<file path="src/rtl/pvh_pkg.sv">
// ----------------------------------------------------------------------------
// pvh_pkg
// Shared constants, types and helpers for the polygon vertex/edge hit tester.
// ----------------------------------------------------------------------------
package pvh_pkg;

  localparam int MAX_VERTICES = 64;
  localparam int COORD_BITS   = 16;

  localparam int AW      = $clog2(MAX_VERTICES);
  localparam int CNT_W   = $clog2(MAX_VERTICES + 1);
  localparam int IDX_W   = 6;
  localparam int CMP_W   = (CNT_W > IDX_W) ? CNT_W : IDX_W;
  localparam int VW      = 2 * COORD_BITS;
  localparam int SENSE_W = 12;
  localparam int SQ_W    = 2 * SENSE_W;
  localparam int CFG_AW  = 3;

  localparam int FRAC_BITS   = 16;
  localparam int DEGEN_LIMIT = 16;

  // edge datapath widths
  localparam int DW     = COORD_BITS + 1;          // coordinate difference
  localparam int MA_W   = 2 * DW;                  // multiplier operand A
  localparam int MB_W   = DW + 1;                  // multiplier operand B
  localparam int PW     = MA_W + MB_W;             // product
  localparam int CRM_W  = 2 * DW - 1;              // |cross|, |edge|^2
  localparam int WIDE_W = 2 * CRM_W + 1;           // cross^2, |edge|^2 * r^2
  localparam int REM_W  = 2 * DW + 1;              // divider remainder
  localparam int Q_W    = FRAC_BITS + 1;           // foot ratio magnitude
  localparam int ERR_W  = DW + FRAC_BITS + 3;      // foot error magnitude

  localparam logic [1:0] MODE_CLEAR   = 2'd0;
  localparam logic [1:0] MODE_APPEND  = 2'd1;
  localparam logic [1:0] MODE_REPLACE = 2'd2;
  localparam logic [1:0] MODE_QUERY   = 2'd3;

  localparam logic [1:0] STAT_OK       = 2'd0;
  localparam logic [1:0] STAT_RANGE    = 2'd1;
  localparam logic [1:0] STAT_FULL     = 2'd2;
  localparam logic [1:0] STAT_DISABLED = 2'd3;

  localparam logic REG_SENSE  = 1'b0;
  localparam logic REG_ENABLE = 1'b1;

  typedef logic signed [COORD_BITS-1:0] coord_t;
  typedef logic signed [DW-1:0]         diff_t;

  typedef struct packed {
    logic [SENSE_W-1:0] sense;
    logic [SQ_W-1:0]    sense_sq;
    logic               enable;
  } cfg_t;

  typedef struct packed {
    logic done;
    logic hit;
  } eu_res_t;

  function automatic diff_t sdiff(input coord_t a, input coord_t b);
    return DW'(a) - DW'(b);
  endfunction

  function automatic logic [DW-1:0] mag_d(input diff_t v);
    return v[DW-1] ? DW'(-v) : DW'(v);
  endfunction

endpackage

</file>
<file path="src/rtl/pvh_edge_unit.sv">
// ----------------------------------------------------------------------------
// pvh_edge_unit
// Sequenced edge test on one shared multiplier: circle-segment test, then
// the foot-of-perpendicular Manhattan test with a radix-2 ratio divider.
// ----------------------------------------------------------------------------
module pvh_edge_unit import pvh_pkg::*; (
  input  logic               clk,
  input  logic               rst_n,
  input  logic               go,
  input  coord_t             bx,
  input  coord_t             by,
  input  coord_t             ex,
  input  coord_t             ey,
  input  coord_t             cx,
  input  coord_t             cy,
  input  logic [SENSE_W-1:0] sense,
  input  logic [SQ_W-1:0]    sense_sq,
  output eu_res_t            res
);

  localparam logic [1:0] E_IDLE = 2'd0;
  localparam logic [1:0] E_MUL  = 2'd1;
  localparam logic [1:0] E_DIV  = 2'd2;
  localparam logic [1:0] E_FOOT = 2'd3;

  logic [1:0] st_r;
  logic [4:0] cnt_r;
  logic       done_r, hit_r, fail_r, neg_r;

  logic signed [PW-1:0] prod_r, tmp_r, sum, crv, numv, errx;
  logic [CRM_W-1:0]     crm_r, len2_r;
  logic [WIDE_W-1:0]    cr2_r, rhs;
  logic [REM_W-1:0]     rem_r, rem2, magn;
  logic [Q_W-1:0]       q_r;
  logic [ERR_W-1:0]     errm_r, errm;
  logic signed [MA_W-1:0] ma;
  logic signed [MB_W-1:0] mb, uv;
  logic                 degen;

  diff_t bcx, bcy, ecx, ecy, ebx, eby, cbx, cby, cex, cey, bex, bey;

  assign bcx = sdiff(bx, cx);
  assign bcy = sdiff(by, cy);
  assign ecx = sdiff(ex, cx);
  assign ecy = sdiff(ey, cy);
  assign ebx = sdiff(ex, bx);
  assign eby = sdiff(ey, by);
  assign cbx = sdiff(cx, bx);
  assign cby = sdiff(cy, by);
  assign cex = sdiff(cx, ex);
  assign cey = sdiff(cy, ey);
  assign bex = sdiff(bx, ex);
  assign bey = sdiff(by, ey);

  assign degen = (mag_d(bex) < DW'(DEGEN_LIMIT)) && (mag_d(bey) < DW'(DEGEN_LIMIT));
  assign uv    = neg_r ? -$signed({1'b0, q_r}) : $signed({1'b0, q_r});

  assign sum  = tmp_r + prod_r;
  assign crv  = tmp_r - prod_r;
  assign numv = sum;
  assign magn = numv[PW-1] ? REM_W'(-numv) : REM_W'(numv);
  assign rem2 = {rem_r[REM_W-2:0], 1'b0};
  assign rhs  = WIDE_W'($unsigned(tmp_r)) + (WIDE_W'($unsigned(prod_r)) << DW);

  // foot error: (c - b) * 2^16 - u * d, one axis per cycle
  always_comb begin
    if (cnt_r == 5'd2) begin
      errx = (PW'(cbx) <<< FRAC_BITS) - tmp_r;
    end else begin
      errx = (PW'(cby) <<< FRAC_BITS) - tmp_r;
    end
    errm = errx[PW-1] ? ERR_W'(-errx) : ERR_W'(errx);
  end

  // multiplier operand schedule
  always_comb begin
    ma = '0;
    mb = '0;
    if (st_r == E_MUL) begin
      case (cnt_r)
        5'd0:  begin ma = MA_W'(bcx); mb = MB_W'(bcx); end
        5'd1:  begin ma = MA_W'(bcy); mb = MB_W'(bcy); end
        5'd2:  begin ma = MA_W'(ecx); mb = MB_W'(ecx); end
        5'd3:  begin ma = MA_W'(ecy); mb = MB_W'(ecy); end
        5'd4:  begin ma = MA_W'(ebx); mb = MB_W'(cby); end
        5'd5:  begin ma = MA_W'(eby); mb = MB_W'(cbx); end
        5'd6:  begin ma = MA_W'(ebx); mb = MB_W'(ebx); end
        5'd7:  begin ma = MA_W'(eby); mb = MB_W'(eby); end
        5'd8:  begin ma = $signed({1'b0, crm_r}); mb = $signed({1'b0, crm_r[DW-1:0]}); end
        5'd9:  begin
          ma = $signed({1'b0, crm_r});
          mb = $signed(MB_W'(crm_r[CRM_W-1:DW]));
        end
        5'd10: begin ma = $signed({1'b0, len2_r}); mb = $signed({1'b0, sense_sq[DW-1:0]}); end
        5'd11: begin
          ma = $signed({1'b0, len2_r});
          mb = $signed(MB_W'(sense_sq[SQ_W-1:DW]));
        end
        5'd12: begin ma = MA_W'(cbx); mb = MB_W'(ebx); end
        5'd13: begin ma = MA_W'(cby); mb = MB_W'(eby); end
        5'd14: begin ma = MA_W'(cex); mb = MB_W'(bex); end
        5'd15: begin ma = MA_W'(cey); mb = MB_W'(bey); end
        5'd16: begin ma = MA_W'(cbx); mb = MB_W'(bex); end
        5'd17: begin ma = MA_W'(cby); mb = MB_W'(bey); end
        default: ;
      endcase
    end else if (st_r == E_FOOT) begin
      if (cnt_r == 5'd0) begin
        ma = MA_W'(bex);
        mb = uv;
      end else if (cnt_r == 5'd1) begin
        ma = MA_W'(bey);
        mb = uv;
      end
    end
  end

  always_ff @(posedge clk) begin
    prod_r <= ma * mb;
  end

  always_ff @(posedge clk) begin
    if (!rst_n) begin
      st_r   <= E_IDLE;
      cnt_r  <= '0;
      done_r <= 1'b0;
      hit_r  <= 1'b0;
    end else begin
      done_r <= 1'b0;
      unique case (st_r)
        E_IDLE: begin
          if (go) begin
            st_r   <= E_MUL;
            cnt_r  <= '0;
            fail_r <= 1'b0;
          end
        end
        E_MUL: begin
          cnt_r <= cnt_r + 5'd1;
          case (cnt_r)
            5'd1, 5'd3, 5'd5, 5'd7, 5'd9, 5'd11, 5'd13, 5'd15, 5'd17: tmp_r <= prod_r;
            5'd2, 5'd4: begin
              // an end inside or on the circle rules the edge out
              if (sum <= $signed(PW'(sense_sq))) fail_r <= 1'b1;
            end
            5'd6: crm_r <= crv[PW-1] ? CRM_W'(-crv) : CRM_W'(crv);
            5'd8: len2_r <= CRM_W'(sum);
            5'd10: cr2_r <= rhs;
            5'd12: if (cr2_r > rhs) fail_r <= 1'b1;
            5'd14, 5'd16: if (sum[PW-1] || (sum == '0)) fail_r <= 1'b1;
            5'd18: begin
              cnt_r <= '0;
              if (fail_r) begin
                st_r   <= E_IDLE;
                done_r <= 1'b1;
                hit_r  <= 1'b0;
              end else begin
                neg_r <= numv[PW-1];
                q_r   <= '0;
                rem_r <= magn;
                if (degen) begin
                  st_r <= E_FOOT;
                end else if (magn >= REM_W'(len2_r)) begin
                  q_r  <= Q_W'(1) << FRAC_BITS;
                  st_r <= E_FOOT;
                end else begin
                  st_r <= E_DIV;
                end
              end
            end
            default: ;
          endcase
        end
        E_DIV: begin
          if (rem2 >= REM_W'(len2_r)) begin
            rem_r <= rem2 - REM_W'(len2_r);
            q_r   <= {q_r[Q_W-2:0], 1'b1};
          end else begin
            rem_r <= rem2;
            q_r   <= {q_r[Q_W-2:0], 1'b0};
          end
          if (cnt_r == 5'(FRAC_BITS - 1)) begin
            cnt_r <= '0;
            st_r  <= E_FOOT;
          end else begin
            cnt_r <= cnt_r + 5'd1;
          end
        end
        E_FOOT: begin
          cnt_r <= cnt_r + 5'd1;
          case (cnt_r)
            5'd1: tmp_r <= prod_r;
            5'd2: begin
              errm_r <= errm;
              tmp_r  <= prod_r;
            end
            5'd3: tmp_r <= $signed(PW'(errm));
            5'd4: begin
              hit_r  <= (ERR_W'(errm_r) + ERR_W'(tmp_r)) <=
                        (ERR_W'(sense) << FRAC_BITS);
              done_r <= 1'b1;
              st_r   <= E_IDLE;
            end
            default: ;
          endcase
        end
        default: st_r <= E_IDLE;
      endcase
    end
  end

  assign res = '{done: done_r, hit: hit_r};

endmodule

</file>
<file path="config.mk">
export PLATFORM = sky130hd
export DESIGN_NAME = pvh_edge_unit
export DESIGN_NICKNAME = d
export VERILOG_FILES = /design/src/rtl/pvh_pkg.sv /design/src/rtl/pvh_edge_unit.sv
export SDC_FILE = /design/constraint.sdc
export NUM_CORES = 2
export LEC_CHECK = 0
export BUFFER_PORTS_ARGS = -buffer_cell sky130_fd_sc_hd__clkbuf_2
export CAP_MARGIN = 40
export CORE_MARGIN = 3
export CORE_UTILIZATION = 25
export DETAILED_ROUTE_END_ITERATION = 10
export GPL_TIMING_DRIVEN = 0
export PLACE_DENSITY = 0.48
export SETUP_SLACK_MARGIN = 0.4
export SYNTH_ARGS = -nofsm -noshare
export SYNTH_HDL_FRONTEND = slang
export SYNTH_SLANG_ARGS = --single-unit
</file>
<file path="constraint.sdc">
create_clock -name clk -period 19.6 [get_ports clk]
set_clock_uncertainty 0.15 [all_clocks]
set_input_delay 0.98 -clock clk [delete_from_list [all_inputs] [get_ports clk]]
set_output_delay 0.98 -clock clk [all_outputs]
set_load 0.03 [all_outputs]
</file>
==> flow_results.org <==
** STA
- Setup repair after global routing left no endpoint under its margin.
- Final Hold Vio Count :: 0
- Final critical-path required period :: 13.65 ns
- Period utilization :: 69.6%
- The max-slew violation count came to 0.
- After routing, the total negative slack on setup checks comes to 0 ns.
- After layout, the worst setup slack is a little under 6 ns.
- Headroom to the max-slew limit came out at 30.1%.
- Timing-limited maximum frequency :: 0.0733 GHz
- Setup violations remaining at the end of the flow were counted as 0.
- Actual slew at the worst max-slew pin :: 1.04 ns

** Yosys
- Yosys printed 0 warnings.
- The top cell type by area accounts for 18.9% of the synthesized area.
- Number of different library cells in the post-synthesis netlist :: 106
- The synthesized design spends more area on one cell type than any other, namely sky130_fd_sc_hd__fa_1.
- Cell area after synthesis :: 63800 sq um
- The most used flip-flop cell after synthesis is sky130_fd_sc_hd__edfxtp_1.
- Number of synthesized flops with an enable pin :: around 270
- sky130_fd_sc_hd__inv_1 is the most common cell in the netlist.
- By count the netlist is led by sky130_fd_sc_hd__inv_1, sky130_fd_sc_hd__nand2_1, sky130_fd_sc_hd__ha_1, sky130_fd_sc_hd__fa_1, sky130_fd_sc_hd__a21oi_1.
- Share of synthesized area occupied by flip-flops and latches :: 14.8%
- Asr flop ratio synth :: 0%
- When the netlist entered floorplanning its net count stood at 9160.
- Yosys attributes the largest share of cell area to sky130_fd_sc_hd__fa_1, sky130_fd_sc_hd__ha_1, sky130_fd_sc_hd__edfxtp_1.
- #FFs+latches synth :: 335
- Synthesized area divided by synthesized cell count :: 8.27 sq um
- Cell count after synthesis :: just under 8000

** Pwr
- Summed over all cells, the static leakage comes to 32.2 nW.
- Power density over cell area :: 85.0 nW/um^2
- Post-layout power :: about 6 mW
- IR Drop Worst-Case VDD :: 0.0660 mV

** Floorplanning
- Row cnt :: roughly 180
- The region available for standard cell placement spans 253000 sq um.
- IO Pins :: 137
- From left edge to right edge, the die measures 511 um.
- Die extent in y :: 511 um
- Die Footprint :: 261000 sq um
- The initial utilization of the core area, before any placement, comes to 25.3%.

** Critical path
- Peak per-stage delay on the critical path :: ~0.76 ns
- Worst-path maximum fanout :: 10
- The worst setup path is captured at a flop.
- Arr. time, crit path :: about 14 ns
- Reg2Reg Depth :: 36
- Nature of the critical path startpoint :: primary input
- Required time at the endpoint of the critical path :: between 15 and 20 ns
- Worst r2r src :: cnt_r[4]
- The slowest stage of the critical path is the sky130_fd_sc_hd__o31ai_1 cell.
- Setup slack on the worst reg-to-reg path comes out at between 6 and 7 ns.
- Kind of critical path :: in2reg
- In this run the critical register-to-register path is captured at prod_r[47].

** Route
- After detailed routing, the average wire length per cell comes to 25.1 um.
- First drt pass iteration count :: 10
- After detailed routing, the total wire length is 286 mm.
- The detailed router finished its first iteration with around 6600 violations.
- In this run the remaining antenna-violating nets after routing total 0.
- Count of unresolved DRC violations after routing :: 0
- Via Count :: a little under 60000
- In the routed layout, each cell is associated on average with a via count of 5.23.

** Placed design
- HPWL Detailed :: approximately 250 mm
- Before CTS, the worst setup slack after placement is 5.48 ns.
- During placement, the flow inserted port buffers numbering 136.
- At the end of routability-driven placement, the weighted congestion stood at 0.994.
- The number of placed instances, taps included, is 11300.

** Cells and area
- Summing all flip-flop and latch instances after layout gives 9450 sq um.
- Core occupancy in the finished layout :: 28.3%
- Combined area of the multi-input logic cells :: 48900 sq um
- The area growth from synthesis to layout is 11.9%.
- Fill cells :: 27600
- Share of final-layout standard cells stronger than drive strength 1 :: 5.65%
- The count of cells in the finished layout, fillers not included, comes to 11400.
- Final layout net count :: about 9500

** Global route
- GR Overflow Total :: 0
- Global routing consumed, over all layers together, 21.3% of the routing resources.
- The via count of the first global-routing pass was between 50000 and 60000.
- Initial antenna violation count :: 18
- Maximum number of pins on one net before global-route repair :: 29
- First-pass GRT wire length :: 414 mm

** Flow run
- The tool flagged a number of max-cap violations equal to 0.

** CTS
- CTS built an H-tree with a depth of 2.
- TritonCTS built the clock tree.
- Total clock buffers created by CTS :: 45
- Clock tree root buffer cell :: sky130_fd_sc_hd__clkbuf_16
- Post-CTS timing repair inserted 0 buffers for setup.
- Sink Count :: between 300 and 400
- Counting along the longest clock path gives a buffer depth of 3.
- Count of cells resized by post-cts repair :: 0
- Buffers inserted to repair hold after CTS numbered 0.
- Clock latency on the worst-skew pair :: 0.67 ns
- Post-CTS clock slew at the launch and capture registers of the worst setup and hold paths :: around 0.060 ns

** Min path
- The tightest min-delay check is of the reg2reg type.
- Worst Hold Depth :: 1
- In this run the most critical hold path is launched from q_r[5].
- For hold timing, the worst endpoint is q_r[6].

** Status
- Result of the run :: finished clean
placed cells by master (no fill, tap or decap), types with 38 or more instances in the layout:
| master | n |
|---|---|
| sky130_fd_sc_hd__dfxtp_1 | 61 |
| sky130_fd_sc_hd__o31ai_1 | 55 |
| sky130_fd_sc_hd__edfxtp_1 | 274 |
| sky130_fd_sc_hd__xnor2_1 | 374 |
| sky130_fd_sc_hd__clkbuf_16 | 46 |
| sky130_fd_sc_hd__o21bai_1 | 64 |
| sky130_fd_sc_hd__and2_1 | 144 |
| sky130_fd_sc_hd__nor2_1 | 483 |
| sky130_fd_sc_hd__a21o_1 | 284 |
| sky130_fd_sc_hd__a31oi_1 | 75 |
| sky130_fd_sc_hd__o21a_1 | 53 |
| sky130_fd_sc_hd__o21ai_0 | 273 |
| sky130_fd_sc_hd__nand2_1 | 706 |
| sky130_fd_sc_hd__buf_4 | 54 |
| sky130_fd_sc_hd__o21ai_1 | 38 |
| sky130_fd_sc_hd__nand2b_1 | 91 |
| sky130_fd_sc_hd__mux2i_1 | 41 |
| sky130_fd_sc_hd__nor2b_1 | 121 |
| sky130_fd_sc_hd__nor4_1 | 53 |
| sky130_fd_sc_hd__and3_1 | 48 |
| sky130_fd_sc_hd__clkbuf_2 | 136 |
| sky130_fd_sc_hd__a211oi_1 | 48 |
| sky130_fd_sc_hd__nand3_1 | 129 |
| sky130_fd_sc_hd__nor3_1 | 123 |
| sky130_fd_sc_hd__xor2_1 | 132 |
| sky130_fd_sc_hd__ha_1 | 704 |
| sky130_fd_sc_hd__a21oi_1 | 502 |
| sky130_fd_sc_hd__nand4_1 | 86 |
| sky130_fd_sc_hd__inv_1 | 1179 |
| sky130_fd_sc_hd__fa_1 | 602 |
| sky130_fd_sc_hd__clkbuf_1 | 274 |
metal layers:
layer | track usage (%) | wire length, um | vias up
met5 | 0 | 24 | -
met4 | 7.40 | 11800 | 4
met3 | 3.41 | 22700 | 416
met2 | 32.4 | 122000 | 2542
met1 | 30.3 | 129000 | 29800
li1 | - | - | 26900
critical path, delay by kind of cell:
kind | cells | cell delay [ns]
buf+inv | 12 | 2.48
compound gates | 13 | 4.67
fa+ha+maj | 9 | 4.17
xor+xnor | 1 | 0.34
simple gates | 8 | 1.32
cell type report:
type                            count  area share [%]
Clock inverter                     31           0.480
Clock buffer                       53            1.66
Antenna cell                        3          0.0105
Timing Repair Buffer              253            2.47
Sequential cell                   335            13.2
Buffer                            305            1.64
Multi-Input combinational cell   5893            68.4
Inverter                         1186            6.23
Tap cell                         3348            5.86
power by group:
part	internal, mW	switching [mW]
registers	0.949	0.140
logic	1.41	2.69
clock network	0.496	0.391
total	2.86	3.22
metrics by stage:
step	hold WS [ns]	cell area, sq um
6_report	0.467	71500
5_1_grt	0.491	71500
4_1_cts	0.463	71400
3_5_place_dp	0.441	69900
3_3_place_gp	0.435	68700
2_1_floorplan	0.295	63800
cells by family (layout without fill, tap and decap cells):
group                      count (synthesis)  after routing  synth area share [%]
AOI/OAI and AO/OA                       1859           1859                  19.4
xor gates and xnor gates                 506            506                  6.94
adders and majority gates               1306           1306                  32.7
buffers and inverters                   1491           1828                  8.81
DFF                                      335            335                  14.8
muxes                                     62             62                  1.02
other                                      0              3                     0
and+or+nand+nor                         2160           2160                  16.4
registers in the layout, summed over array words and instances (netlist names), named ones only:
signal / cells
cnt_r: 5
cr2_r: 67
crm_r: 33
done_r: 1
errm_r: 36
fail_r: 1
hit_r: 1
len2_r: 33
neg_r: 1
prod_r: 52
q_r: 17
rem_r: 34
st_r: 1
tmp_r: 52
worst max path at each step:
stage	from	end	slack, ns	depth (start not counted)
floorplan	ex[0]	prod_r[48]	9.22	41
global placement	bx[0]	prod_r[47]	4.90	39
detailed placement	bx[0]	prod_r[47]	5.48	43
CTS	bx[0]	prod_r[47]	6.11	43
global route	bx[0]	prod_r[47]	5.38	43
finish	bx[0]	prod_r[47]	5.95	43
Power figures use the tool's default switching activity.
